$ cat src/sv/sqvt_pkg.sv
// shared types, constants and sine helpers for the sprite quad vertex transform
package sqvt_pkg;

  localparam int unsigned S_TDATA_W  = 176;
  localparam int unsigned M_TDATA_W  = 64;
  localparam int unsigned M_TUSER_W  = 3;
  localparam int unsigned CFG_IDX_W  = 2;
  localparam int unsigned CFG_DATA_W = 14;
  localparam int unsigned RECIP_W    = 31;
  localparam int unsigned DIV_A_W    = 30;

  localparam logic [CFG_IDX_W-1:0] REG_VIEWPORT_W = 2'd0;
  localparam logic [CFG_IDX_W-1:0] REG_VIEWPORT_H = 2'd1;
  localparam logic [CFG_IDX_W-1:0] REG_TEXTURE_W  = 2'd2;
  localparam logic [CFG_IDX_W-1:0] REG_TEXTURE_H  = 2'd3;

  localparam logic [1:0] CORNER_BR = 2'd3;

  localparam logic [CFG_DATA_W-1:0] VIEWPORT_W_RST = 14'd1280;
  localparam logic [CFG_DATA_W-1:0] VIEWPORT_H_RST = 14'd720;
  localparam logic [CFG_DATA_W-1:0] TEXTURE_W_RST  = 14'd1;
  localparam logic [CFG_DATA_W-1:0] TEXTURE_H_RST  = 14'd1;

  localparam longint unsigned ONE_Q30     = 64'd1 << 30;
  localparam longint unsigned HALF_PI_Q30 = 64'd1686629713;

  localparam logic [RECIP_W-1:0] RECIP_VW_RST = RECIP_W'(ONE_Q30 / 64'd1280);
  localparam logic [RECIP_W-1:0] RECIP_VH_RST = RECIP_W'(ONE_Q30 / 64'd720);
  localparam logic [RECIP_W-1:0] RECIP_TW_RST = RECIP_W'(ONE_Q30);
  localparam logic [RECIP_W-1:0] RECIP_TH_RST = RECIP_W'(ONE_Q30);

  localparam longint unsigned TAYLOR_DIV [8] = '{64'd1, 64'd6, 64'd20, 64'd42,
                                                 64'd72, 64'd110, 64'd156, 64'd210};

  typedef struct packed {
    logic signed [19:0] pos_x;
    logic signed [19:0] pos_y;
    logic signed [15:0] scale_x;
    logic signed [15:0] scale_y;
    logic [12:0]        tex_pos_x;
    logic [12:0]        tex_pos_y;
    logic [12:0]        tex_size_x;
    logic [12:0]        tex_size_y;
    logic signed [17:0] pivot_x;
    logic signed [17:0] pivot_y;
    logic signed [15:0] sin_v;
    logic signed [15:0] cos_v;
  } sprite_t;

  typedef struct packed {
    logic [CFG_DATA_W-1:0] vw;
    logic [CFG_DATA_W-1:0] vh;
    logic [CFG_DATA_W-1:0] tw;
    logic [CFG_DATA_W-1:0] th;
    logic [RECIP_W-1:0]    rvw;
    logic [RECIP_W-1:0]    rvh;
    logic [RECIP_W-1:0]    rtw;
    logic [RECIP_W-1:0]    rth;
  } cfg_t;

  // sine of f/2^30 quarter turns in q30, taylor series
  function automatic longint sin_quarter(input longint unsigned f);
    longint unsigned x;
    longint unsigned term;
    longint          sum;
    x    = (f * HALF_PI_Q30) >> 30;
    term = x;
    sum  = longint'(x);
    for (int n = 1; n <= 7; n++) begin
      term = (term * x) >> 30;
      term = (term * x) >> 30;
      term = term / TAYLOR_DIV[n];
      if ((n & 1) != 0) begin
        sum = sum - longint'(term);
      end else begin
        sum = sum + longint'(term);
      end
    end
    return sum;
  endfunction

  // sine of a 32-bit turn fraction in q1.14
  function automatic logic signed [15:0] sin_q14(input longint unsigned ang);
    longint unsigned a;
    longint unsigned q;
    longint unsigned f;
    longint          v;
    longint          r;
    a = ang & 64'hFFFF_FFFF;
    q = a >> 30;
    f = a & (ONE_Q30 - 64'd1);
    if (q[0]) begin
      f = ONE_Q30 - f;
    end
    v = sin_quarter(f);
    if (v < 0) begin
      v = 0;
    end
    r = (v + 64'sd32768) >>> 16;
    if (r > 16384) begin
      r = 16384;
    end
    return q[1] ? -16'(r) : 16'(r);
  endfunction

endpackage

$ cat src/sv/sqvt_fifo.sv
// two-entry sprite queue between intake and vertex pipeline
module sqvt_fifo (
  input  logic              clk_i,
  input  logic              rst_ni,
  input  sqvt_pkg::sprite_t in_i,
  input  logic              in_valid_i,
  output logic              in_ready_o,
  output sqvt_pkg::sprite_t out_o,
  output logic              out_valid_o,
  input  logic              out_ready_i
);

  sqvt_pkg::sprite_t mem_q [2];
  logic [1:0]        count_q;
  logic              wr_q;
  logic              rd_q;
  logic              push;
  logic              pop;

  assign in_ready_o  = count_q != 2'd2;
  assign out_valid_o = count_q != 2'd0;
  assign push        = in_valid_i && in_ready_o;
  assign pop         = out_ready_i && out_valid_o;
  assign out_o       = mem_q[rd_q];

  always_ff @(posedge clk_i or negedge rst_ni) begin
    if (!rst_ni) begin
      count_q <= '0;
      wr_q    <= 1'b0;
      rd_q    <= 1'b0;
    end else begin
      if (push) begin
        wr_q <= !wr_q;
      end
      if (pop) begin
        rd_q <= !rd_q;
      end
      count_q <= count_q + 2'(push) - 2'(pop);
    end
  end

  always_ff @(posedge clk_i) begin
    if (push) begin
      mem_q[wr_q] <= in_i;
    end
  end

  ast_no_overpop: assert property (@(posedge clk_i) disable iff (!rst_ni)
    out_ready_i |-> count_q != 2'd0) else $error("pop from empty sprite queue");

endmodule

$ cat config.mk
export PLATFORM = sky130hd
export DESIGN_NAME = sqvt_fifo
export DESIGN_NICKNAME = d
export VERILOG_FILES = /design/src/sv/sqvt_pkg.sv /design/src/sv/sqvt_fifo.sv
export SDC_FILE = /design/constraint.sdc
export NUM_CORES = 1
export LEC_CHECK = 0
export BUFFER_PORTS_ARGS = -buffer_cell sky130_fd_sc_hd__buf_2
export CAP_MARGIN = 20
export CORE_ASPECT_RATIO = 1.1
export CORE_MARGIN = 4
export CORE_UTILIZATION = 38
export DETAILED_ROUTE_END_ITERATION = 6
export GPL_TIMING_DRIVEN = 0
export HOLD_SLACK_MARGIN = 0.12
export PLACE_DENSITY = 0.71
export SYNTH_ARGS = -nofsm -noshare
export SYNTH_HDL_FRONTEND = slang
export SYNTH_SLANG_ARGS = --single-unit
export TNS_END_PERCENT = 20
$ cat constraint.sdc
create_clock -name clk_i -period 11.6 [get_ports clk_i]
set_input_delay 1.16 -clock clk_i [delete_from_list [all_inputs] [get_ports clk_i]]
set_output_delay 1.16 -clock clk_i [all_outputs]
set_load 0.05 [all_outputs]
# After elaboration in Yosys (flattened, before gate mapping)
# Memory sizes are Yosys's and may differ from the RTL's.
# Cells that the tools add are included.
# word_totals
regBits,4
latchBits,0
ramBits,384
mem_bits_ro,0
input_bits,196
output_inout_bits,194
wordCells,14
memories,1
# memory_table
name,words,word_bits,read_ports,rd_clocked_by_memory_dff,wr,line_no,source
mem_q,2,192,1,0,1,sqvt_fifo.sv:13,sqvt_pkg::sprite_t mem_q [2];
# op_classes
n_addsub,2
multipliers,0
div_mod_pow,0
order_cmp,0
eq_ne,1
n_shift,0
mux,2
n_bitwise,0
n_reduce_logical,5
# op_table
op,count
$add 2x1->2,1
$logic_and 1x1->1,2
$logic_not 1->1,2
$mux 1,2
$ne 2x2->1 const B,1
$reduce_bool 2->1,1
$sub 2x1->2,1

# Logic depth before layout (Yosys ltp)
# Gate-level depths: netlist of the first run.
# logic_depth
depth_word,4
ltp_mapped,5
depth_no_buf,5

# Worst setup path before layout of the first run
# Ideal clock, no wire load.
# synth_path
path_type,input -> register
startpoint,input port in_valid_i
endpoint,"memory mem_q[0][0] (netlist bit), enable pin"
setup_ns,0.748
t_arrival_ns,9.214
t_required_ns,10.852
slack_ns,1.638
stages,2
path_buffers,0
cell_sequence,nand2_1 nor2_1
# synth_via
elab_chain_len,3
# synth_rtl
item,line_no,source
start: declaration,sqvt_fifo.sv:6,"input logic in_valid_i,"
$logic_and 1x1->1,sqvt_fifo.sv:22,assign push = in_valid_i && in_ready_o;
$mux 1,sqvt_fifo.sv:43,if (push) begin
$mux 1 (not written as such),sqvt_fifo.sv:44,mem_q[wr_q] <= in_i;
end: declaration,sqvt_fifo.sv:13,
# Every way passes these cells.

==> results_dict.tcl, run 1 <==
set metrics [dict create \
    status "finished, final reports clean" \
    synth.top_cell.area_share_pct 81.8 \
    async_flop_share_pct 1.03 \
    yosys.area.top_type "edfxtp_1" \
    cts_root_buf "clkbuf_16" \
    syn_area_sq_um 14100 \
    syn_nets 816 \
    slew_headroom_pct 43.0 \
    fillers 3025 \
    die_x_microns 192 \
    dr.pass1.iters 4 \
    cp-start-kind "register" \
    layout_min_cycle_time_ns 3.24 \
    cellPowerDensity_nw_per_um2 307 \
    place_hpwl_microns 21300 \
    synth_edf_count 384 \
    fin_util_pct 50.0 \
    end_kind "output port" \
    cp_max_fo 10 \
    drv_cap 0 \
    cts_resized 0 \
    critPathArrivalTime_ns 2.08 \
    skew_ns 0.0164 \
    vias_per_cell 4.63 \
    cpPeakStageDelay_ns 0.46 \
    clockBufferDepth 3 \
    synthTopCellsByCount "edfxtp_1 (384), mux2_2 (192), buf_4 (11)" \
    synthTopCellsByArea "edfxtp_1 (82%), mux2_2 (15%), dfrtp_1 (0.71%)" \
    ys_seq_area_share_pct 82.5 \
    num_rows 73 \
    fmax_mhz 309 \
    postCtsSetupRepairBufs 0 \
    cts_tree "yes" \
    dp_cells 1505 \
    rsz0062_at_grt "no" \
    pre_cts_ws_ns 8.36 \
    hold_viol 0 \
    die-area_sq_um 40200 \
    ctsHoldBuffers 0 \
    ys_types 19 \
    tritoncts.num_buffers 39 \
    synth-warning-count 0 \
    clkLatencyLatePin_ns 0.53 \
    worst-setup-path-type "reg -> out" \
    drv_slew 0 \
    cp.required_ns 10.44 \
    cts_htree_levels 2 \
    drive_gt1_share_pct 61.8 \
    gp_congestion 0.746 \
    wl_microns 30000 \
    overflow 0 \
    antenna_found_initial 6 \
    grt_first_pass_wirelength_microns 44800 \
    start_util_pct 38.8 \
    io_buffers 389 \
    syn_area_per_cell_sq_um 22.8 \
    drc 0 \
    syn_inst 619 \
    synth-seq-cells 388 \
    cts_sinks 388 \
    cts.reportedPaths.clkPinSlew_ns 0.06 \
    final_nets 1256 \
    syn2layout_area_growth_pct 28.9 \
    synth_ff_type "edfxtp_1" \
    ant_nets 0 \
    core_sq_um 36400 \
    wl_per_cell_microns 19.0 \
    grt_pass1_vias 7866 \
    power_leakage_nw 6.78 \
    die_h_microns 210 \
    cp_cell_sequence "buf_4 -> buf_6 -> mux2_2 -> buf_2" \
    critical_path.slowest_cell "dfrtp_1" \
    io_pins 390 \
    reg2reg_setup_slack_ns 9.14 \
    peakVddDrop_uv 203 \
    whs_ns 0.428 \
    via_count 7310 \
    synth.most_common_cell "edfxtp_1" \
    final_cells 1579 \
    drt_iter0_drc 272 \
    grt_max_degree 64 \
    post-route-period-util_pct 27.9 \
    hold_class "in -> async" \
    worst_slack_ns 8.36 \
    gr-usage-all-layers_pct 14.4 \
    worst_pin_slew_ns 0.853 \
    finalPower_mw 5.57 \
    setup_violations 0 \
]
[kinds of logic (layout without fill, tap and decap cells)]
logic type | count (synthesis) | count (layout) | share of synthesized area (%)
buffers and inverters | 21 | 490 | 1.30
other | 0 | 4 | 0
AO/OA/AOI/OAI | 3 | 3 | 0.169
adder cells (fa/ha/maj) | 1 | 1 | 0.0887
multiplexers | 192 | 192 | 15.3
XOR/XNOR | 3 | 3 | 0.186
flip-flops | 388 | 388 | 82.5
AND/OR/NAND/NOR | 11 | 11 | 0.417
[worst paths after layout]
check,cells past startpoint,from,end
max reg2reg,6,count_q[0],mem_q[0][170]
max,4,rd_q,out_o[113]
min,1,rst_ni,count_q[1]
min in group clk_i,1,wr_q,wr_q
max in group asynchronous,1,rst_ni,rd_q
min reg2reg,1,wr_q,wr_q
[registers in the layout, summed over array words and instances (netlist names)]
register / cells
mem_q: 384
count_q: 2
rd_q: 1
wr_q: 1
[final cells by class]
| type | instances | area (sq um) | share of cell area, % |
|---|---|---|---|
| clock buffers | 53 | 1090 | 6.00 |
| clock inverters | 17 | 186 | 1.03 |
| diodes | 4 | 10.0 | 0.0551 |
| repair buffers | 399 | 2170 | 11.9 |
| flip-flops and latches | 388 | 11600 | 64.0 |
| plain buffers | 21 | 183 | 1.01 |
| multi-input cells | 210 | 2300 | 12.6 |
| well taps | 487 | 609 | 3.35 |
[power by group]
| group | switching, mW | internal, mW |
|---|---|---|
| Clock | 0.493 | 0.749 |
| Sequential | 0.0661 | 1.91 |
| Combinational | 1.70 | 0.655 |
[worst max-delay path, delay by kind of cell, from the launching register on]
family / cells / cell delay [ns]
multiplexers: 1 / 0.37
flip-flops: 1 / 0.46
buffers and inverters: 3 / 0.71
[cell usage in the layout, fill, tap and decap left out, types with 3 or more instances in the layout]
master and instances:
buf_12 7, buf_16 3, buf_2 391, buf_4 11, buf_6 8, bufinv_16 4
clkbuf_1 10, clkbuf_16 41, clkinv_1 4, clkinv_2 7, dfrtp_1 4, diode_2 4
edfxtp_1 384, mux2_2 192, xnor2_1 3
[stage by stage]
stage,area [sq um],setup TNS [ns]
3_5_place_dp,16900,0
3_3_place_gp,16700,-623.96
5_1_grt,18200,0
4_1_cts,18200,0
6_report,18200,0
2_1_floorplan,14100,0
[per-layer routing]
metal / part of all wire, % / vias up / track usage (%)
met5: 0.023 / - / 0
met4: 3.6 / 2 / 5.65
met3: 9.7 / 64 / 5.63
met2: 51 / 299 / 25.3
met1: 36 / 3575 / 15.7
li1: - / 3370 / -
(Power assumes the default switching activity.)
==> run 2: changes to the inputs <==
ABC_AREA = 1   (was not set)
PLACE_DENSITY = 0.73   (was 0.71)
clock period = 2.7 ns   (was 11.6 ns; I/O delays follow)
==> run 2 against run 1 <==
Against the previous run: critical path type unchanged; area after synthesis up 0.19%; register-to-register slack worse by 8.8 ns; worst hold slack better by 0.029 ns; critical endpoint is now out_o[161]; setup slack worse by 8.1 ns; combinational power rose to 5.1 times the previous value; die area up 0.18%; sequential power rose to 4.3 times the previous value; critical path depth up 2; highest routed layer unchanged; sequential share of layout area down 6.7 points; synthesized cell count up 67%; clock-buffer cell count unchanged; clock skew up 0.0037 ns.
==> results_dict.tcl, run 2 <==
set metrics [dict create \
    vias_per_cell 4.60 \
    io_pins 390 \
    dr.pass1.iters 5 \
    syn_area_sq_um 14100 \
    drive_gt1_share_pct 29.6 \
    cts_root_buf "clkbuf_16" \
    p_int_mw 14.1 \
    synth_ff_type "edfxtp_1" \
    async_flop_share_pct 1.03 \
    syn_inst 1034 \
    end_kind "output port" \
    place_hpwl_microns 24600 \
    crit_start "rd_q" \
    synth-seq-cells 388 \
    grt_first_pass_wirelength_microns 56500 \
    synthTopCellsByCount "nand2_1 (585), edfxtp_1 (384), buf_2 (39)" \
    ys_seq_area_share_pct 82.4 \
    hold_class "in -> reg" \
    r2r-start "count_q[1]" \
    setup_violations 0 \
    io_buffers 389 \
    wl_microns 38000 \
    synthTopCellsByArea "edfxtp_1 (82%), nand2_1 (16%), buf_2 (1.4%)" \
    worst-setup-path-type "reg -> out" \
    status "finished, final reports clean" \
    synth_compound_area_share_pct 0.0709 \
    layout_common_cells "nand2_1 (583), buf_2 (428), edfxtp_1 (384)" \
    hp-start "in_i[128]" \
    drt_iter0_drc 474 \
    cts.reportedPaths.clkPinSlew_ns 0.06 \
    syn_area_per_cell_sq_um 13.7 \
    rsz0062_at_grt "no" \
    die_x_microns 192 \
    slew_headroom_pct 48.4 \
    peakVddDrop_uv 954 \
    synth_edf_count 384 \
    reg.largest.list "mem_q x384, count_q x2" \
    worst_pin_slew_ns 0.773 \
    cts_htree_levels 2 \
    fmax_mhz 411 \
    muxShareOfSynthArea_pct 0 \
    ant_nets 0 \
    synth_xor_area_share_pct 0.0620 \
    critPathArrivalTime_ns 2.16 \
    ys_types 13 \
    syn_nets 1231 \
    syn2layout_area_growth_pct 43.7 \
    antenna_found_initial 4 \
    cts_tree "yes" \
    cts_sinks 388 \
    switchingPower_mw 12.0 \
    drv_cap 0 \
    tritoncts.num_buffers 41 \
    yosys.area_share.adder_pct 0.0886 \
    timing.setup.tns_ns 0 \
    clockBufferDepth 3 \
    wl_per_cell_microns 17.3 \
    drv_slew 0 \
    power_frac_comb_pct 45.6 \
    gp_congestion 0.764 \
    layout_min_cycle_time_ns 2.43 \
    synth.most_common_cell "nand2_1" \
    synth.top_cell.area_share_pct 81.6 \
    p_sw_share_pct 46.1 \
    cp-start-kind "register" \
    final_common_cell "nand2_1" \
    postCtsSetupRepairBufs 0 \
    yosys.area.top_type "edfxtp_1" \
    largest_reg_flops 384 \
    gr-usage-all-layers_pct 17.9 \
    worst_slack_ns 0.266 \
    grt_pass1_vias 10500 \
    synth_top_family_by_area "simple AND/OR/NAND/NOR gates" \
    via_count 10100 \
    grt_max_degree 34 \
    p_seq_share_pct 32.6 \
    hold_viol 0 \
    overflow 0 \
    synthSimpleGateAreaFrac_pct 15.8 \
    skew_ns 0.0200 \
    top_register "mem_q" \
    die_h_microns 210 \
    cp.required_ns 2.43 \
    pre_cts_ws_ns 0.316 \
    clkLatencyLatePin_ns 0.54 \
    synth-warning-count 0 \
    drc 0 \
    final_nets 1871 \
    num_rows 73 \
    cp_max_fo 10 \
    start_util_pct 38.8 \
    power_leakage_nw 8.72 \
    core_sq_um 36400 \
    cellPowerDensity_nw_per_um2 1290 \
    post-route-period-util_pct 90.1 \
    die-area_sq_um 40300 \
    p_clk_share_pct 21.8 \
]
-- run 2: cell count changes after synthesis, moves of 2 or more --
cell / before / now
nand2_1: 2 / 585
mux2_2: 192 / 0
buf_2: 2 / 39
buf_4: 11 / 0
buf_6: 8 / 0
inv_1: 0 / 7
clkbuf_1: 0 / 3
xnor2_1: 3 / 0
nor2_1: 3 / 5
-- run 2: power by group through the flow --
stage / combinational [mW] / sequential, mW / clock (mW)
after floorplan: 8.32 / 8.70 / 0
after global placement: 11.3 / 8.82 / 0
after detailed placement: 11.7 / 8.63 / 0
after CTS: 12.0 / 8.51 / 5.77
after global routing: 12.6 / 8.61 / 6.04
final: 11.9 / 8.52 / 5.69
-- run 2: cell families after synthesis --
family | after synthesis
and+or+nand+nor | 592
DFF | 388
buffers and inverters | 50
AOI/OAI and AO/OA | 2
xor gates and xnor gates | 1
adders and majority gates | 1
-- run 2: worst paths after layout --
| check | endpoint | slack (ns) | cells past startpoint |
|---|---|---|---|
| worst min register to register | wr_q | 0.59 | 2 |
| max in group asynchronous | rd_q | 1.86 | 3 |
| worst max-delay path | out_o[161] | 0.27 | 6 |
| worst max register to register | mem_q[0][102] | 0.35 | 6 |
| min in group asynchronous | wr_q | 0.66 | 3 |
| worst min-delay path | mem_q[0][128] | 0.46 | 2 |
-- run 2: cell type report --
| cell class | count | area (sq um) |
|---|---|---|
| clock inverters | 21 | 234 |
| multi-input cells | 596 | 2290 |
| clock buffers | 53 | 1130 |
| flip-flops and latches | 388 | 11600 |
| diodes | 3 | 7.51 |
| well taps | 487 | 609 |
| repair buffers | 597 | 4160 |
| inverters | 8 | 30.0 |
| fillers | 2820 | 16100 |
| plain buffers | 42 | 206 |
-- run 2: metal layers --
| metal | vias to the layer above | global-route usage, % | share of wire (%) | routed length, microns |
|---|---|---|---|---|
| li1 | 4787 | - | - | - |
| met3 | 91 | 5.25 | 8.3 | 3150 |
| met4 | 4 | 6.44 | 3.2 | 1230 |
| met1 | 4796 | 19.9 | 37 | 13900 |
| met2 | 415 | 32.6 | 52 | 19700 |
| met5 | - | 0 | 0.063 | 24 |
-- run 2: timing repair --
action	CTS	global route
endpoints found under the hold margin	391	0
hold buffers	196	0
gates resized for setup	0	0
-- run 2: critical path, cell delays in order, from the launching register on --
cell and delay, ns:
dfrtp_1 0.42, inv_2 0.11, buf_2 0.28, buf_2 0.30, nand2_1 0.10, nand2_1 0.14
buf_2 0.29
-- run 2: per-stage QoR --
| step | util (%) | cells | instance area, sq um | hold WS (ns) | total power [mW] |
|---|---|---|---|---|---|
| 3_3_place_gp | 45.9 | 1910 | 16700 | 0.0806 | 20.1 |
| 5_1_grt | 55.7 | 2194 | 20300 | 0.440 | 27.3 |
| 3_5_place_dp | 46.5 | 1922 | 17000 | 0.0803 | 20.3 |
| 6_report | 55.7 | 2195 | 20300 | 0.457 | 26.1 |
| 4_1_cts | 55.7 | 2192 | 20300 | 0.423 | 26.2 |
| 2_1_floorplan | - | 1034 | 14200 | -0.0256 | 17.0 |
==> run 3: changes to the inputs <==
PLACE_DENSITY = 0.71   (was 0.73)
clock period = 2.5 ns   (was 2.7 ns; I/O delays follow)
==> run 3 against run 2 <==
Against the previous run: first-iteration DRC count increased by 9.7%; clock skew fell by 0.0056 ns; final area is 0.61% lower; setup slack worse by 0.11 ns; clock power decreased by 3.7%; die area did not move; register-to-register slack hardly changed; combinational power is 8% higher; via count is 0.87% lower; sequential cell count did not move; sequential share of layout area increased by 0.35 points; clock-buffer cell count is 6 lower; critical path type unchanged; critical endpoint unchanged.
==> results_dict.tcl, run 3 (synthesis gave the netlist of run 2 again) <==
set metrics [dict create \
    skew_ns 0.0145 \
    path_depth 6 \
    gr-usage-all-layers_pct 18.0 \
    antenna_found_initial 4 \
    ff2ff_path_depth 6 \
    grt_pass1_vias 10700 \
    post-route-period-util_pct 93.7 \
    power_leakage_nw 8.66 \
    start_util_pct 38.8 \
    layout_min_cycle_time_ns 2.34 \
    vias_per_cell 4.57 \
    top_register "mem_q" \
    largest_reg_flops 384 \
    cp.required_ns 2.25 \
    dr.pass1.iters 5 \
    r2r-end "mem_q[0][48]" \
    timing.setup.tns_ns 0 \
    grt_max_degree 32 \
    die_h_microns 210 \
    crit_end "out_o[161]" \
    via_count 10000 \
    reg.largest.list "mem_q x384, count_q x2" \
    grt_first_pass_wirelength_microns 56800 \
    postCtsSetupRepairBufs 0 \
    path_buf_inv 4 \
    syn2layout_area_growth_pct 42.8 \
    final_cells 2189 \
    peakVddDrop_uv 938 \
    cts_root_buf "clkbuf_16" \
    fin_util_pct 55.3 \
    critical_path.slowest_cell "dfrtp_1" \
    gp_congestion 0.766 \
    hold_viol 0 \
    wl_microns 37800 \
    critPathTopFamily "buffers and inverters" \
    die-area_sq_um 40300 \
    num_rows 73 \
    io_buffers 389 \
    setup_violations 0 \
    min_path_cells 2 \
    place_hpwl_microns 24500 \
    clkLatencyLatePin_ns 0.53 \
    cts_tree "yes" \
    fillers 2843 \
    whs_ns 0.446 \
    final_nets 1871 \
    hold_class "in -> reg" \
    cp-start-kind "register" \
    drv_cap 0 \
    wl_per_cell_microns 17.3 \
    tritoncts.num_buffers 39 \
    drc 0 \
    overflow 0 \
    fmax_mhz 427 \
    end_kind "output port" \
    cp_cell_sequence "inv_2 -> buf_2 -> buf_2 -> nand2_1 -> nand2_1 -> buf_2" \
    cts_htree_levels 2 \
    layout_common_cells "nand2_1 (583), buf_2 (427), edfxtp_1 (384)" \
    drive_gt1_share_pct 29.8 \
    crit_start "rd_q" \
    cp_max_fo 10 \
    final_common_cell "nand2_1" \
    drv_slew 0 \
    core_sq_um 36400 \
    r2r-start "count_q[1]" \
    dp_cells 1924 \
    drt_iter0_drc 520 \
    finalPower_mw 27.6 \
    clockBufferDepth 3 \
    die_x_microns 192 \
    cp_common_cell "buf_2" \
    rsz0062_at_grt "no" \
    cts.reportedPaths.clkPinSlew_ns 0.06 \
    worst_pin_slew_ns 0.590 \
    ant_nets 0 \
    cts_sinks 388 \
    critPathArrivalTime_ns 2.09 \
    cpPeakStageDelay_ns 0.42 \
    slew_headroom_pct 60.6 \
    cellPowerDensity_nw_per_um2 1370 \
    worst-setup-path-type "reg -> out" \
    status "finished, final reports clean" \
    reg2reg_setup_slack_ns 0.34 \
    io_pins 390 \
]
run 3: routing by layer:
metal  GRT usage (%)  vias to the layer above  part of all wire (%)
li1                -                     4775                     -
met1            19.7                     4718                    36
met2            32.2                      412                    51
met3            5.50                       96                   8.9
met4            7.85                        4                   4.3
met5               0                        -                 0.069
run 3: repair_timing:
item,4_1_cts,5_1_grt
resized for setup,1,0
hold buffers,196,0
endpoints found under the hold margin,392,0
endpoints found under the setup margin,2,0
run 3: worst register-to-register path, stage by stage (launching register included):
cell and delay, ns:
dfrtp_1 0.44, nand2_4 0.12, nand2_4 0.08, nor2_4 0.47
buf_16 0.26, buf_12 0.23, buf_12 0.25
run 3: area by class of cell:
type | instances | area [sq um] | area share [%]
inverters | 8 | 30.0 | 0.149
clock buffers | 47 | 1050 | 5.20
repair buffers | 599 | 4200 | 20.8
flip-flops and latches | 388 | 11600 | 57.7
multi-input cells | 596 | 2290 | 11.3
plain buffers | 42 | 209 | 1.04
well taps | 487 | 609 | 3.02
clock inverters | 21 | 150 | 0.744
diodes | 1 | 2.50 | 0.0124
run 3: worst min-delay path by stage:
stage / to / from
2_1_floorplan: count_q[0] / rst_ni
3_3_place_gp: rd_q / rst_ni
3_5_place_dp: wr_q / rst_ni
4_1_cts: mem_q[0][159] / in_i[159]
5_1_grt: mem_q[0][78] / in_i[78]
6_report: mem_q[1][42] / in_i[42]
run 3: through the flow:
stage | setup slack [ns] | area, sq um
after CTS | 0.0948 | 20200
after floorplan | -1.49 | 14200
after global routing | 0.00525 | 20200
after detailed placement | 0.313 | 17000
after global placement | -3.00 | 16700
final | 0.157 | 20200
run 3: power by group:
part	internal (mW)	total, mW	switching (mW)
Sequential	8.85	9.20	0.354
Clock	3.11	5.48	2.37
Combinational	2.70	12.9	10.2
Total	14.7	27.6	12.9
