### config.mk
export PLATFORM = sky130hd
export DESIGN_NAME = sqvt_recip
export DESIGN_NICKNAME = d
export VERILOG_FILES = /design/src/sv/sqvt_pkg.sv /design/src/sv/sqvt_recip.sv
export SDC_FILE = /design/constraint.sdc
export NUM_CORES = 1
export LEC_CHECK = 0
export ABC_CLOCK_PERIOD_IN_PS = 3870
export BUFFER_PORTS_ARGS = -buffer_cell sky130_fd_sc_hd__buf_2
export CAP_MARGIN = 20
export CORE_ASPECT_RATIO = 1.25
export CORE_MARGIN = 1
export CORE_UTILIZATION = 50
export DETAILED_ROUTE_END_ITERATION = 10
export PLACE_DENSITY = 0.74
export SLEW_MARGIN = 20
export SYNTH_ARGS = -nofsm -noshare
export SYNTH_HDL_FRONTEND = slang
export SYNTH_SLANG_ARGS = --single-unit
export TNS_END_PERCENT = 1
### constraint.sdc
create_clock -name clk_i -period 3.87 [get_ports clk_i]
set_clock_uncertainty 0.1 [all_clocks]
set_input_delay 0.1935 -clock clk_i [delete_from_list [all_inputs] [get_ports clk_i]]
set_output_delay 0.1935 -clock clk_i [all_outputs]
set_load 0.01 [all_outputs]
### src/sv/sqvt_pkg.sv
// shared types, constants and sine helpers for the sprite quad vertex transform
package sqvt_pkg;

  localparam int unsigned S_TDATA_W  = 176;
  localparam int unsigned M_TDATA_W  = 64;
  localparam int unsigned M_TUSER_W  = 3;
  localparam int unsigned CFG_IDX_W  = 2;
  localparam int unsigned CFG_DATA_W = 14;
  localparam int unsigned RECIP_W    = 31;
  localparam int unsigned DIV_A_W    = 30;

  localparam logic [CFG_IDX_W-1:0] REG_VIEWPORT_W = 2'd0;
  localparam logic [CFG_IDX_W-1:0] REG_VIEWPORT_H = 2'd1;
  localparam logic [CFG_IDX_W-1:0] REG_TEXTURE_W  = 2'd2;
  localparam logic [CFG_IDX_W-1:0] REG_TEXTURE_H  = 2'd3;

  localparam logic [1:0] CORNER_BR = 2'd3;

  localparam logic [CFG_DATA_W-1:0] VIEWPORT_W_RST = 14'd1280;
  localparam logic [CFG_DATA_W-1:0] VIEWPORT_H_RST = 14'd720;
  localparam logic [CFG_DATA_W-1:0] TEXTURE_W_RST  = 14'd1;
  localparam logic [CFG_DATA_W-1:0] TEXTURE_H_RST  = 14'd1;

  localparam longint unsigned ONE_Q30     = 64'd1 << 30;
  localparam longint unsigned HALF_PI_Q30 = 64'd1686629713;

  localparam logic [RECIP_W-1:0] RECIP_VW_RST = RECIP_W'(ONE_Q30 / 64'd1280);
  localparam logic [RECIP_W-1:0] RECIP_VH_RST = RECIP_W'(ONE_Q30 / 64'd720);
  localparam logic [RECIP_W-1:0] RECIP_TW_RST = RECIP_W'(ONE_Q30);
  localparam logic [RECIP_W-1:0] RECIP_TH_RST = RECIP_W'(ONE_Q30);

  localparam longint unsigned TAYLOR_DIV [8] = '{64'd1, 64'd6, 64'd20, 64'd42,
                                                 64'd72, 64'd110, 64'd156, 64'd210};

  typedef struct packed {
    logic signed [19:0] pos_x;
    logic signed [19:0] pos_y;
    logic signed [15:0] scale_x;
    logic signed [15:0] scale_y;
    logic [12:0]        tex_pos_x;
    logic [12:0]        tex_pos_y;
    logic [12:0]        tex_size_x;
    logic [12:0]        tex_size_y;
    logic signed [17:0] pivot_x;
    logic signed [17:0] pivot_y;
    logic signed [15:0] sin_v;
    logic signed [15:0] cos_v;
  } sprite_t;

  typedef struct packed {
    logic [CFG_DATA_W-1:0] vw;
    logic [CFG_DATA_W-1:0] vh;
    logic [CFG_DATA_W-1:0] tw;
    logic [CFG_DATA_W-1:0] th;
    logic [RECIP_W-1:0]    rvw;
    logic [RECIP_W-1:0]    rvh;
    logic [RECIP_W-1:0]    rtw;
    logic [RECIP_W-1:0]    rth;
  } cfg_t;

  // sine of f/2^30 quarter turns in q30, taylor series
  function automatic longint sin_quarter(input longint unsigned f);
    longint unsigned x;
    longint unsigned term;
    longint          sum;
    x    = (f * HALF_PI_Q30) >> 30;
    term = x;
    sum  = longint'(x);
    for (int n = 1; n <= 7; n++) begin
      term = (term * x) >> 30;
      term = (term * x) >> 30;
      term = term / TAYLOR_DIV[n];
      if ((n & 1) != 0) begin
        sum = sum - longint'(term);
      end else begin
        sum = sum + longint'(term);
      end
    end
    return sum;
  endfunction

  // sine of a 32-bit turn fraction in q1.14
  function automatic logic signed [15:0] sin_q14(input longint unsigned ang);
    longint unsigned a;
    longint unsigned q;
    longint unsigned f;
    longint          v;
    longint          r;
    a = ang & 64'hFFFF_FFFF;
    q = a >> 30;
    f = a & (ONE_Q30 - 64'd1);
    if (q[0]) begin
      f = ONE_Q30 - f;
    end
    v = sin_quarter(f);
    if (v < 0) begin
      v = 0;
    end
    r = (v + 64'sd32768) >>> 16;
    if (r > 16384) begin
      r = 16384;
    end
    return q[1] ? -16'(r) : 16'(r);
  endfunction

endpackage

### src/sv/sqvt_recip.sv
// configuration registers and serial reciprocal unit for the size registers
module sqvt_recip (
  input  logic                                clk_i,
  input  logic                                rst_ni,
  input  logic                                cfg_valid_i,
  output logic                                cfg_ready_o,
  input  logic [sqvt_pkg::CFG_IDX_W-1:0]      cfg_index_i,
  input  logic [sqvt_pkg::CFG_DATA_W-1:0]     cfg_data_i,
  output sqvt_pkg::cfg_t                      cfg_o,
  output logic                                busy_o
);

  sqvt_pkg::cfg_t cfg_q;
  logic                                busy_q;
  logic [4:0]                          cnt_q;
  logic [sqvt_pkg::CFG_DATA_W:0]       rem_q;
  logic [sqvt_pkg::RECIP_W-1:0]        quo_q;
  logic [sqvt_pkg::CFG_DATA_W-1:0]     dsor_q;
  logic [sqvt_pkg::CFG_IDX_W-1:0]      tgt_q;

  logic                                wr;
  logic [sqvt_pkg::CFG_DATA_W-1:0]     eff;
  logic [sqvt_pkg::CFG_DATA_W:0]       rem_sh;
  logic                                ge;
  logic [sqvt_pkg::CFG_DATA_W:0]       rem_d;
  logic [sqvt_pkg::RECIP_W-1:0]        quo_d;

  assign cfg_ready_o = !busy_q;
  assign wr          = cfg_valid_i && cfg_ready_o;
  assign eff         = (cfg_data_i == '0) ? sqvt_pkg::CFG_DATA_W'(1) : cfg_data_i;
  assign busy_o      = busy_q;
  assign cfg_o       = cfg_q;

  // restoring division of 2^30 by the register, one quotient bit a cycle
  always_comb begin
    rem_sh = {rem_q[sqvt_pkg::CFG_DATA_W-1:0], (cnt_q == 5'd30)};
    ge     = rem_sh >= {1'b0, dsor_q};
    rem_d  = ge ? (rem_sh - {1'b0, dsor_q}) : rem_sh;
    quo_d  = {quo_q[sqvt_pkg::RECIP_W-2:0], ge};
  end

  always_ff @(posedge clk_i or negedge rst_ni) begin
    if (!rst_ni) begin
      cfg_q.vw  <= sqvt_pkg::VIEWPORT_W_RST;
      cfg_q.vh  <= sqvt_pkg::VIEWPORT_H_RST;
      cfg_q.tw  <= sqvt_pkg::TEXTURE_W_RST;
      cfg_q.th  <= sqvt_pkg::TEXTURE_H_RST;
      cfg_q.rvw <= sqvt_pkg::RECIP_VW_RST;
      cfg_q.rvh <= sqvt_pkg::RECIP_VH_RST;
      cfg_q.rtw <= sqvt_pkg::RECIP_TW_RST;
      cfg_q.rth <= sqvt_pkg::RECIP_TH_RST;
      busy_q    <= 1'b0;
      cnt_q     <= '0;
      tgt_q     <= '0;
    end else if (wr) begin
      case (cfg_index_i)
        sqvt_pkg::REG_VIEWPORT_W: cfg_q.vw <= eff;
        sqvt_pkg::REG_VIEWPORT_H: cfg_q.vh <= eff;
        sqvt_pkg::REG_TEXTURE_W:  cfg_q.tw <= eff;
        sqvt_pkg::REG_TEXTURE_H:  cfg_q.th <= eff;
        default: ;
      endcase
      busy_q <= 1'b1;
      cnt_q  <= 5'd30;
      tgt_q  <= cfg_index_i;
    end else if (busy_q) begin
      cnt_q <= cnt_q - 5'd1;
      if (cnt_q == '0) begin
        busy_q <= 1'b0;
        case (tgt_q)
          sqvt_pkg::REG_VIEWPORT_W: cfg_q.rvw <= quo_d;
          sqvt_pkg::REG_VIEWPORT_H: cfg_q.rvh <= quo_d;
          sqvt_pkg::REG_TEXTURE_W:  cfg_q.rtw <= quo_d;
          sqvt_pkg::REG_TEXTURE_H:  cfg_q.rth <= quo_d;
          default: ;
        endcase
      end
    end
  end

  always_ff @(posedge clk_i) begin
    if (wr) begin
      dsor_q <= eff;
      rem_q  <= '0;
      quo_q  <= '0;
    end else if (busy_q) begin
      rem_q <= rem_d;
      quo_q <= quo_d;
    end
  end

  ast_wr_busy: assert property (@(posedge clk_i) disable iff (!rst_ni)
    wr |=> busy_q) else $error("write did not start reciprocal");

  ast_recip_vw: assert property (@(posedge clk_i) disable iff (!rst_ni)
    !busy_q |-> ((64'(cfg_q.rvw) * 64'(cfg_q.vw) <= sqvt_pkg::ONE_Q30) &&
                 (64'(cfg_q.rvw) * 64'(cfg_q.vw) + 64'(cfg_q.vw) > sqvt_pkg::ONE_Q30)))
    else $error("viewport width reciprocal wrong");

endmodule

# Word-level counts from Yosys, hierarchy flattened
# Index checks and enable logic that the tools add are counted.
[classes]
addsub = 2
order_cmp = 1
n_eq_ne = 7
mux = 7
n_bitwise = 1
reduce_logical = 15
[ops]
columns = ["operator", "n"]
rows = [
  ["$mux W14", 2],
  ["$reduce_and A4 Y1", 4],
  ["$ge A15 B14 Y1", 1],
  ["$logic_not A14 Y1", 1],
  ["$sub A14 B14 Y14", 1],
  ["$mux W5", 2],
  ["$eq A2 B2 Y1 const B", 4],
  ["$reduce_and A2 Y1", 4],
  ["$eq A5 B5 Y1 const B", 1],
  ["$logic_not A5 Y1", 1],
  ["$sub A5 B1 Y5 const B", 1],
  ["$eq A2 B1 Y1 const B", 2],
  ["$logic_not A2 Y1", 2],
  ["$mux W1", 3],
  ["$reduce_bool A2 Y1", 1],
  ["$logic_and A1 B1 Y1", 1],
  ["$logic_not A1 Y1", 1],
  ["$not A1 Y1", 1],
]
[totals]
reg_bits = 246
word_cells = 47

# Logic depth before layout (Yosys ltp)
# Gate-level depths: netlist of the first run.
[logic_depth]
ltp_word = 4
depth_mapped = 12
depth_no_buf = 12

# Worst setup path before layout of the first run
# OpenSTA, ideal clock, no wires.
[synth_timing]
path_type = "reg2reg"
from = "register cnt_q[0]"
to = "register rem_q[8] in the netlist's numbering"
arrival_time_ps = 2468
t_required_ps = 3648
path_slack_ps = 1180
stages_incl_launch_ff = 13
synth_period_minus_slack_ps = 2690
path_cell_list = "dfrtp_1 > inv_1 > ha_1 > nand4_1 > ha_1 > inv_1 > fa_1 > a21oi_1 > o21ai_0 > o41ai_1 > xor2_1 > a211oi_1 > a311o_1"
[synth_between]
elab_chain_len = 3
word_cells_on_any_way = 4
classes_between = "1 x add/sub; 1 x order compare; 1 x eq/ne; 1 x mux"
[synth_lines]
columns = ["element", "line_no", "text"]
rows = [
  ["start: declaration", "sqvt_recip.sv:15", "logic [4:0] cnt_q;"],
  ["start signal: assignment", "sqvt_recip.sv:67", "cnt_q <= cnt_q - 5'd1;"],
  ["$eq A5 B5 Y1 (*)", "sqvt_recip.sv:36", "rem_sh = {rem_q[sqvt_pkg::CFG_DATA_W-1:0], (cnt_q == 5'd30)};"],
  ["$sub A14 B14 Y14 or $ge A15 B14 Y1 (tied branches)", "sqvt_recip.sv:38, sqvt_recip.sv:37", ""],
  ["$mux W14 (*)", "sqvt_recip.sv:38", "rem_d = ge ? (rem_sh - {1'b0, dsor_q}) : rem_sh;"],
  ["end signal: assignment", "sqvt_recip.sv:87", "rem_q <= rem_d;"],
  ["end: declaration", "sqvt_recip.sv:16", "logic [sqvt_pkg::CFG_DATA_W:0] rem_q;"],
]
# Mark *: on every way between the ends. The rest lies on a longest branch, timed or not.
# A chain may end at the register's enable or synchronous reset.

# Worst setup path after layout of the first run
[layout_timing]
from = "register cnt_q[0]"
to = "register rem_q[12] in the netlist's numbering"
# Same word-level chain as after synthesis.

==> results.md, run 1 <==
* Status: completed
* Final core utilization at 0.629
* Post-synth ARST share at 0.764
* Combinational power share at 0.311
* CTS tree: yes
* Die ar. at 20500 µm²
* Area contributors post-synth: dfrtp_1, mux2_2, dfxtp_1, dfstp_2, edfxtp_1
* Synth cell types at 52
* Hold slack at 0.128 ns
* Layout cells sized above 1 at 0.469
* Fillcell total at 1522
* Synth Instances at 769
* DRC violations left at 0
* # clock sinks at 246
* Register area at 6040 µm²
* Leakage at 6.28 nW
* Post-Synthesis Cell Area at 9980 µm²
* Worst-Margin Slew at 0.883 ns
* Clock Pin Slew Worst Setup and Hold Paths at 0.07 ns
* FMAX at 0.312 GHz
* Crit-path max FO at 4
* Post-synthesis sequential area ratio at 0.606
* Worst reg2reg startpoint: cnt_q[0]
* Die W at 128 µm
* Io pins at 201
* Gr ovfl total at 0
* Worst vdd rail ir drop at 517 µV
* Reg2Reg Setup Slack at 0.66 ns
* Ant diodes at 0
* Worst Hold Class: in2reg
* Multi-input combinational cell area at 3640 µm²
* Avg WL per Cell at 17.7 µm
* Final min period at 3.21 ns
* FP Rows at 57
* Switch Pwr at 3.18 mW
* RSZ-0062 raised after global routing: no
* Max clock buf depth at 3
* First-pass GRT wire length at 37.1 mm
* Setup TNS at 0 ns
* Initial antenna violation count at 0
* PwrDens at 781 nW/µm²
* DPL Wire Length at 14.9 mm
* Synth top cells by count: mux2_2, dfrtp_1, nand2_1
* Root Driver: clkbuf_16
* CORE AREA at 19500 µm²
* CTS buffer count at 24
* Synth Area per Inst at 13.0 µm²
* Worst hold start: cfg_valid_i
* Placer Congestion at 0.808
* Starting Density at 0.512
* Pins over their slew limit at 0
* Startpoint type of the worst setup path: flip-flop
* Syn nets at 807
* Crit path required time at 4.16 ns
* Final worst path period share at 0.829
* Clock share of power at 0.248
* Min-Delay Path Depth at 3
* Die height at 160 µm
* Detail Route Antenna Nets at 0
* Post-CTS Setup Inserts at 0
* Worst r2r dst: rem_q[12]
* Post-synth top flop: dfrtp_1
* DR vias at 6709
* Vias in the first global route at 7072
* Synth top area share at 0.396
* Synth warnings at 0
* Register bit total from synthesis at 246
* Worst EP arrival at 3.50 ns
* Reg2reg path depth at 12
* Internal cell power at 6.40 mW
* Count leader, synth: mux2_2
* P&R area growth vs syn at 22.8%
* Final setup vio count at 0
* Clk_lat worst skew at 0.52 ns
* Post-DR vias/cell at 5.31
* CP Capture Type: flip-flop
* DR pass1 iterations at 4
* H-tree levels at 1
* Final Hold Vio Count at 0
* Sw Ratio at 0.332
* Max Cap Viol at 0
* Critical path class: reg2reg
* Final net count at 1018
* Largest net degree at the start of global routing at 99
* Iter 0 DRT Violations at 270
* Slew margin rel. at 0.411
* Seq pwr share at 0.441
* Number of gates resized after CTS at 0
* Port-buffer cells at 200
* Final WL at 22.4 mm
* Synth area leader: dfrtp_1
* Post-synth EDFFs at 14
* Hold Path Sink: rem_q[2]
* Global-route usage over all layers at 0.228
## power groups by stage
| stage | Combinational (mW) | Sequential [mW] | Clock (mW) |
|---|---|---|---|
| 4_1_cts | 3.01 | 4.22 | 2.44 |
| 5_1_grt | 3.29 | 4.36 | 2.55 |
| 3_3_place_gp | 2.87 | 4.23 | 0 |
| 3_5_place_dp | 2.96 | 4.26 | 0 |
| 6_report | 2.98 | 4.22 | 2.37 |
| 2_1_floorplan | 1.65 | 4.39 | 0 |
## layout make-up
class	count	area share
clock buffers	33	0.0568
clock inverters	11	0.0103
inverters	22	0.00674
multi-input cells	451	0.297
flip-flops and latches	246	0.493
well taps	265	0.0271
repair buffers	235	0.109
## logic make-up after synthesis
kind of cell | synth area share
and+or+nand+nor | 0.0663
xor gates and xnor gates | 0.0114
DFF | 0.606
buffers and inverters | 0.0309
adders and majority gates | 0.0246
muxes | 0.194
AOI/OAI and AO/OA | 0.0669
## metal layers
layer | global-route usage | vias up | wire length [µm]
met2 | 0.385 | 185 | 11200
met4 | 0.0775 | 0 | 612
met1 | 0.291 | 3353 | 9340
met5 | 0 | - | 0
li1 | - | 3131 | -
met3 | 0.0456 | 40 | 1280
## per-stage QoR
| step | power [mW] | setup slack, ns | area (µm²) | instances |
|---|---|---|---|---|
| 2_1_floorplan | 6.03 | 1.18 | 9980 | 769 |
| 3_3_place_gp | 7.10 | 0.892 | 11200 | 1200 |
| 3_5_place_dp | 7.22 | 0.782 | 11200 | 1200 |
| 4_1_cts | 9.67 | 0.684 | 12300 | 1263 |
| 5_1_grt | 10.2 | 0.460 | 12300 | 1263 |
| 6_report | 9.58 | 0.661 | 12300 | 1263 |
## state kept, by name, indices dropped and copies added (netlist names)
register / flops
rem_q: 14
dsor_q: 14
cfg_o: 180
quo_q: 30
tgt_q: 2
busy_o: 1
cnt_q: 5
## worst max-delay path by stage
stage,start,to
detailed placement,cnt_q[0],rem_q[12]
CTS,cnt_q[0],rem_q[12]
finish,cnt_q[0],rem_q[12]
floorplan,cnt_q[0],rem_q[8]
global placement,cnt_q[0],rem_q[12]
global route,cnt_q[0],rem_q[12]
## worst max-delay path: stages (launching register included)
cell and delay (ns):
dfrtp_1 0.39, inv_1 0.09, ha_1 0.20, nand4_1 0.12
ha_1 0.17, inv_1 0.05, fa_1 0.39, a21oi_1 0.21
o21ai_0 0.14, o41ai_1 0.65, o21ai_0 0.25, xnor2_1 0.18
o221ai_1 0.13
## cell usage in the layout (no fill, tap or decap), types with 8 or more instances in the layout
cell type      netlist  layout
o21ai_0             42      42
mux2_2             171     171
nor2_1              11      11
dfxtp_1             44      44
nand2_1             84      84
a21oi_1             20      20
nor3_1              10       9
buf_2               18     199
a311o_1              8       8
clkbuf_16            0      25
and3_1              11      11
edfxtp_1            14      14
inv_1               22      21
nand3_1              9       8
buf_4                0      15
dlygate4sd3_1        0      19
ha_1                18      18
dfrtp_1            158     157
dfstp_2             30      30
## repair_timing
action                                  4_1_cts  5_1_grt
hold buffers                                 19        0
endpoints found under the setup margin        0        0
hold endpoints to repair                    154        0
Power figures use the tool's default switching activity.
==> run 2, diff against run 1 <==
ABC_CLOCK_PERIOD_IN_PS = 2600   (was 3870)
PLACE_DENSITY = 0.77   (was 0.74)
clock period = 2.6 ns   (was 3.87 ns; I/O delays follow)
==> run 2 against run 1 <==
Net effect:
- the flow now finishes with violations (negative setup slack)
- sequential share of layout area is 1.0 points lower
- maximum frequency is 19% higher
- worst setup slack worse by 0.76 ns
- flip-flop and latch count unchanged
- register-to-register slack worse by 0.76 ns
- critical path depth is the same
- die area is the same
- global-route usage up 0.55 points
- worst hold slack worse by 0.065 ns
- first-iteration DRC count is 44% higher
- combinational power is 60% higher
==> results.md, run 2 (same netlist as run 1, synthesis figures left out) <==
* Setup ws final at -0.0975 ns
* Critical path class: reg2reg
* Buffers and inverters on the worst path at 2
* Max Cap Viol at 0
* Pins over their slew limit at 0
* DR pass1 iterations at 6
* Failing checks: negative setup slack
* FMAX at 0.371 GHz
* CORE AREA at 19500 µm²
* Switch Pwr at 4.90 mW
* H-tree levels at 1
* Worst-Margin Slew at 0.796 ns
* Global-route usage over all layers at 0.233
* CTS buffer count at 25
* CP Launch Point: cnt_q[1]
* First-pass GRT wire length at 38.1 mm
* Max reg flops at 180
* Startpoint type of the worst setup path: flip-flop
* Critical path's top delay family: compound AO/OA/AOI/OAI gates
* Pwr Total at 14.6 mW
* # clock sinks at 246
* Slowest-stage cell, CP: dfrtp_1
* Worst vdd rail ir drop at 819 µV
* PwrDens at 1170 nW/µm²
* Detail Route Antenna Nets at 0
* Port-buffer cells at 200
* CTS tree: yes
* Final WL at 23.4 mm
* CP max stage delay at 0.41 ns
* Commonest non-fill, non-tap cell in the layout: buf_2
* Initial antenna violation count at 0
* Worst reg2reg startpoint: cnt_q[1]
* Starting Density at 0.512
* Final min period at 2.70 ns
* Worst EP arrival at 3.02 ns
* Final worst path period share at 1.04
* Die height at 160 µm
* Clk_lat worst skew at 0.54 ns
* Internal cell power at 9.74 mW
* Slew margin rel. at 0.468
* Vias in the first global route at 7173
* DR vias at 6896
* Io pins at 201
* Final instance area at 12500 µm²
* Die W at 128 µm
* Placer Congestion at 0.845
* Ant diodes at 0
* Crit path required time at 2.92 ns
* Clock Pin Slew Worst Setup and Hold Paths at 0.06 ns
* Avg WL per Cell at 18.2 µm
* FP Rows at 57
* Clock share of power at 0.247
* Iter 0 DRT Violations at 390
* Hold slack at 0.0637 ns
* Final setup vio count at 8
* Layout cells sized above 1 at 0.490
* Max clock buf depth at 3
* P&R area growth vs syn at 25.4%
* RSZ-0062 raised after global routing: yes
* Die ar. at 20500 µm²
* Seq pwr share at 0.428
* Post-place instance area at 11400 µm²
* Crit-path max FO at 3
* Sw Ratio at 0.335
* Post-DR vias/cell at 5.35
* CP Capture Type: flip-flop
* Final Hold Vio Count at 0
* Worst Hold Class: in2reg
* Leakage at 6.40 nW
* Crit path cell chain: ha_4, nand4_1, ha_2, inv_2, fa_2, a21oi_2, o21ai_2, o41ai_2, buf_4, xor2_2, a211oi_2, a311o_1
* Final net count at 1043
* Combinational power share at 0.326
* Status: complete, but fails checks
* Root Driver: clkbuf_16
* DPL Wire Length at 15.4 mm
* DRC violations left at 0
* Setup TNS at -0.234 ns
* Gr ovfl total at 0
* Largest net degree at the start of global routing at 81
* Worst hold start: cfg_valid_i
* Final core utilization at 0.643
* Most frequent cells in the layout: buf_2, mux2_2, dfrtp_1
run 2: final timing paths:
path | endpoint | slack [ns] | cells after the start
min in group asynchronous | cfg_o[19] | 0.10 | 2
max in group asynchronous | cfg_o[174] | 1.46 | 3
hold reg to reg | cfg_o[0] | 0.39 | 2
hold / removal | rem_q[2] | 0.06 | 3
setup / recovery | rem_q[8] | -0.1 | 12
setup reg to reg | rem_q[8] | -0.1 | 12
run 2: worst register-to-register path: stages (launching register included):
cell and delay (ns):
dfrtp_1 0.41, ha_4 0.17, nand4_1 0.10, ha_2 0.19
inv_2 0.04, fa_2 0.36, a21oi_2 0.18, o21ai_2 0.09
o41ai_2 0.20, buf_4 0.18, xor2_2 0.16, a211oi_2 0.06
a311o_1 0.34
run 2: power groups by stage:
| stage | sequential (mW) | clock [mW] | combinational, mW |
|---|---|---|---|
| global route | 6.44 | 3.84 | 5.19 |
| global placement | 6.23 | 0 | 4.42 |
| floorplan | 6.53 | 0 | 2.46 |
| CTS | 6.24 | 3.68 | 4.71 |
| finish | 6.26 | 3.61 | 4.77 |
| detailed placement | 6.29 | 0 | 4.56 |
run 2: layout make-up:
cell class	count	area (µm²)
Sequential cell	246	6040
Tap cell	265	332
Inverter	22	82.6
Fill cell	1419	6960
Multi-Input combinational cell	451	3700
Clock inverter	5	68.8
Clock buffer	41	767
Timing Repair Buffer	259	1520
run 2: through the flow:
step	setup slack, ns	instances
6_report	-0.0975	1289
5_1_grt	-0.253	1289
4_1_cts	-0.110	1289
3_5_place_dp	-0.148	1221
3_3_place_gp	-0.0985	1221
2_1_floorplan	0.0219	769
run 2: routing by layer:
layer / GRT usage / wire, µm / vias up
met5: 0 / 0 / -
met4: 0.0893 / 775 / 0
met3: 0.0519 / 1350 / 62
met2: 0.390 / 11700 / 219
met1: 0.294 / 9530 / 3446
li1: - / - / 3169
run 2: timing repair:
| action | 4_1_cts | 5_1_grt |
|---|---|---|
| hold buffers | 19 | 0 |
| pin swaps | 4 | 7 |
| endpoints found under the hold margin | 147 | 0 |
| endpoints found under the setup margin | 3 | 15 |
| setup buffers | 3 | 0 |
| resized for setup | 6 | 11 |
| cloned | 0 | 0 |
==> run 3, diff against run 2 <==
ABC_CLOCK_PERIOD_IN_PS = 3100   (was 2600)
CELL_PAD_IN_SITES_DETAIL_PLACEMENT = 1   (was default)
CELL_PAD_IN_SITES_GLOBAL_PLACEMENT = 1   (was default)
CORE_UTILIZATION = 44   (was 50)
PLACE_DENSITY = default   (was 0.77)
PLACE_DENSITY_LB_ADDON = 0.1   (was default)
SLEW_MARGIN = default   (was 20)
clock period = 3.1 ns   (was 2.6 ns; I/O delays follow)
==> run 3 against run 2 <==
Net effect:
- the run now ends clean
- combinational power is 20% lower
- core utilization down 8.6 points
- die area grew 13%
- worst hold slack got worse by 0.056 ns
- non-clock buffer count fell by 19
- first-iteration DRC count decreased by 44%
- sequential power is 15% lower
- critical path depth increased by 1
- flip-flop and latch count stayed put
- critical endpoint unchanged
- largest cell class unchanged
==> results.md, run 3 (same netlist as run 1, synthesis figures left out) <==
* Crit-path max FO at 3
* DR pass1 iterations at 4
* Critical path's top delay family: compound AO/OA/AOI/OAI gates
* FMAX at 0.346 GHz
* Worst-Margin Slew at 0.823 ns
* Clock Pin Slew Worst Setup and Hold Paths at 0.07 ns
* Die ar. at 23300 µm²
* P&R area growth vs syn at 24.0%
* Reg2Reg Setup Slack at 0.21 ns
* Pins over their slew limit at 0
* Status: completed
* First-pass GRT wire length at 40.5 mm
* Final Hold Vio Count at 0
* Detail Route Antenna Nets at 0
* DR vias at 6808
* Commonest non-fill, non-tap cell in the layout: buf_2
* Die W at 137 µm
* Crit path cell chain: inv_1, ha_1, nand4_1, ha_1, inv_1, fa_2, a21oi_2, o21ai_1, o41ai_2, buf_4, xor2_1, a211oi_1, a311o_1
* Root Driver: clkbuf_16
* Metal3 WL at 1.07 mm
* Slew margin rel. at 0.450
* Final setup vio count at 0
* CTS buffer count at 25
* Fillcell total at 2306
* Clk_lat worst skew at 0.53 ns
* H-tree levels at 1
* CP max stage delay at 0.38 ns
* Placer Congestion at 0.816
* Worst reg2reg startpoint: cnt_q[0]
* Leakage at 6.32 nW
* Levels on crit path at 13
* CP Launch Point: cnt_q[0]
* Buffers and inverters on the worst path at 3
* Worst vdd rail ir drop at 488 µV
* DPL Wire Length at 17.1 mm
* Top Layer Used: met4
* Vias in the first global route at 7455
* Final WL at 25.1 mm
* Ant diodes at 0
* FP Rows at 61
* Iter 0 DRT Violations at 219
* Met2 WL at 13.6 mm
* Reg2reg path depth at 13
* CP Capture Type: flip-flop
* Setup TNS at 0 ns
* Max clock buf depth at 3
* Final min period at 2.89 ns
* Gr ovfl total at 0
* Slowest-stage cell, CP: dfrtp_1
* Avg WL per Cell at 19.5 µm
* Final instance area at 12400 µm²
* Worst Hold Class: in2reg
* Crit path to: rem_q[8]
* Final worst path period share at 0.932
* Worst EP arrival at 3.19 ns
* Critical path class: reg2reg
* Largest net degree at the start of global routing at 89
* Global-route usage over all layers at 0.222
* Post-place instance area at 11300 µm²
* Crit path required time at 3.40 ns
* Die height at 170 µm
* Worst r2r dst: rem_q[8]
* CORE AREA at 22200 µm²
* PwrDens at 993 nW/µm²
* Worst hold start: cfg_valid_i
* Most frequent cells in the layout: buf_2, mux2_2, dfrtp_1
* RSZ-0062 raised after global routing: no
* # clock sinks at 246
* Layout cells sized above 1 at 0.478
* CTS tree: yes
* Io pins at 201
* Final net count at 1024
* Startpoint type of the worst setup path: flip-flop
* DRC violations left at 0
* Met1 Routed Length at 10.1 mm
* Post-DR vias/cell at 5.29
* Starting Density at 0.449
* Port-buffer cells at 200
* Initial antenna violation count at 0
* Max reg flops at 180
* Max Cap Viol at 0
[run 3: changes by cell type in the layout (fill, tap and decap cells not counted), moves of 2 or more]
cell / delta
buf_4: -15
clkbuf_1: -5
buf_6: -3
clkinv_4: +2
dlygate4sd3_1: -2
ha_1: +2
inv_1: +2
inv_2: -2
o21ai_1: +2
o21ai_2: -2
[run 3: layout make-up]
cell class	instances	area (µm²)	share of cell area
clock buffer	36	748	0.0605
clock inverter	10	118	0.00951
inverter	22	82.6	0.00668
multi-input combinational	451	3660	0.296
sequential	246	6040	0.489
tap	283	354	0.0286
timing repair buffer	240	1370	0.110
[run 3: worst min-delay path by stage]
stage                             to  slack, ns  cells after the start
after floorplan               busy_o      -0.24                      0
after global placement     cfg_o[71]       0.15                      1
after detailed placement  cfg_o[102]       0.16                      1
after CTS                   tgt_q[0]       0.01                      4
after global routing        tgt_q[0]       0.06                      4
final                       tgt_q[0]      0.008                      4
[run 3: where the power goes]
group          total, mW  leakage (nW)  internal (mW)  switching [mW]
Sequential          5.33          2.94           4.44           0.886
Clock               3.12         0.425           1.85            1.26
Combinational       3.83          2.96           1.84            1.99
[run 3: repair_timing]
action	in CTS	in global routing
endpoints found under the setup margin	0	3
hold buffers	17	0
setup buffers	0	2
resized for setup	0	4
hold endpoints to repair	145	0
[run 3: worst register-to-register path, delay by kind of cell, from the launching register on]
family | cells | cell delay (ns)
AOI/OAI and AO/OA | 5 | 0.94
xor gates and xnor gates | 1 | 0.16
adders and majority gates | 3 | 0.73
buffers and inverters | 3 | 0.34
DFF | 1 | 0.38
and+or+nand+nor | 1 | 0.12
[run 3: through the flow]
step	util	worst slack (ns)	hold slack [ns]	total power, mW	instances
global placement	0.509	0.191	0.146	8.88	1223
detailed placement	0.509	0.0468	0.158	9.18	1223
finish	0.557	0.212	0.00773	12.3	1288
floorplan	-	0.410	-0.241	7.53	769
CTS	0.556	0.00129	0.0116	12.4	1286
global route	0.557	0.0348	0.0592	13.0	1288
[run 3: layer usage]
layer,global-route usage,up-vias
met1,0.260,3485
met4,0.0556,0
met2,0.419,158
li1,-,3139
met5,0,-
met3,0.0304,26
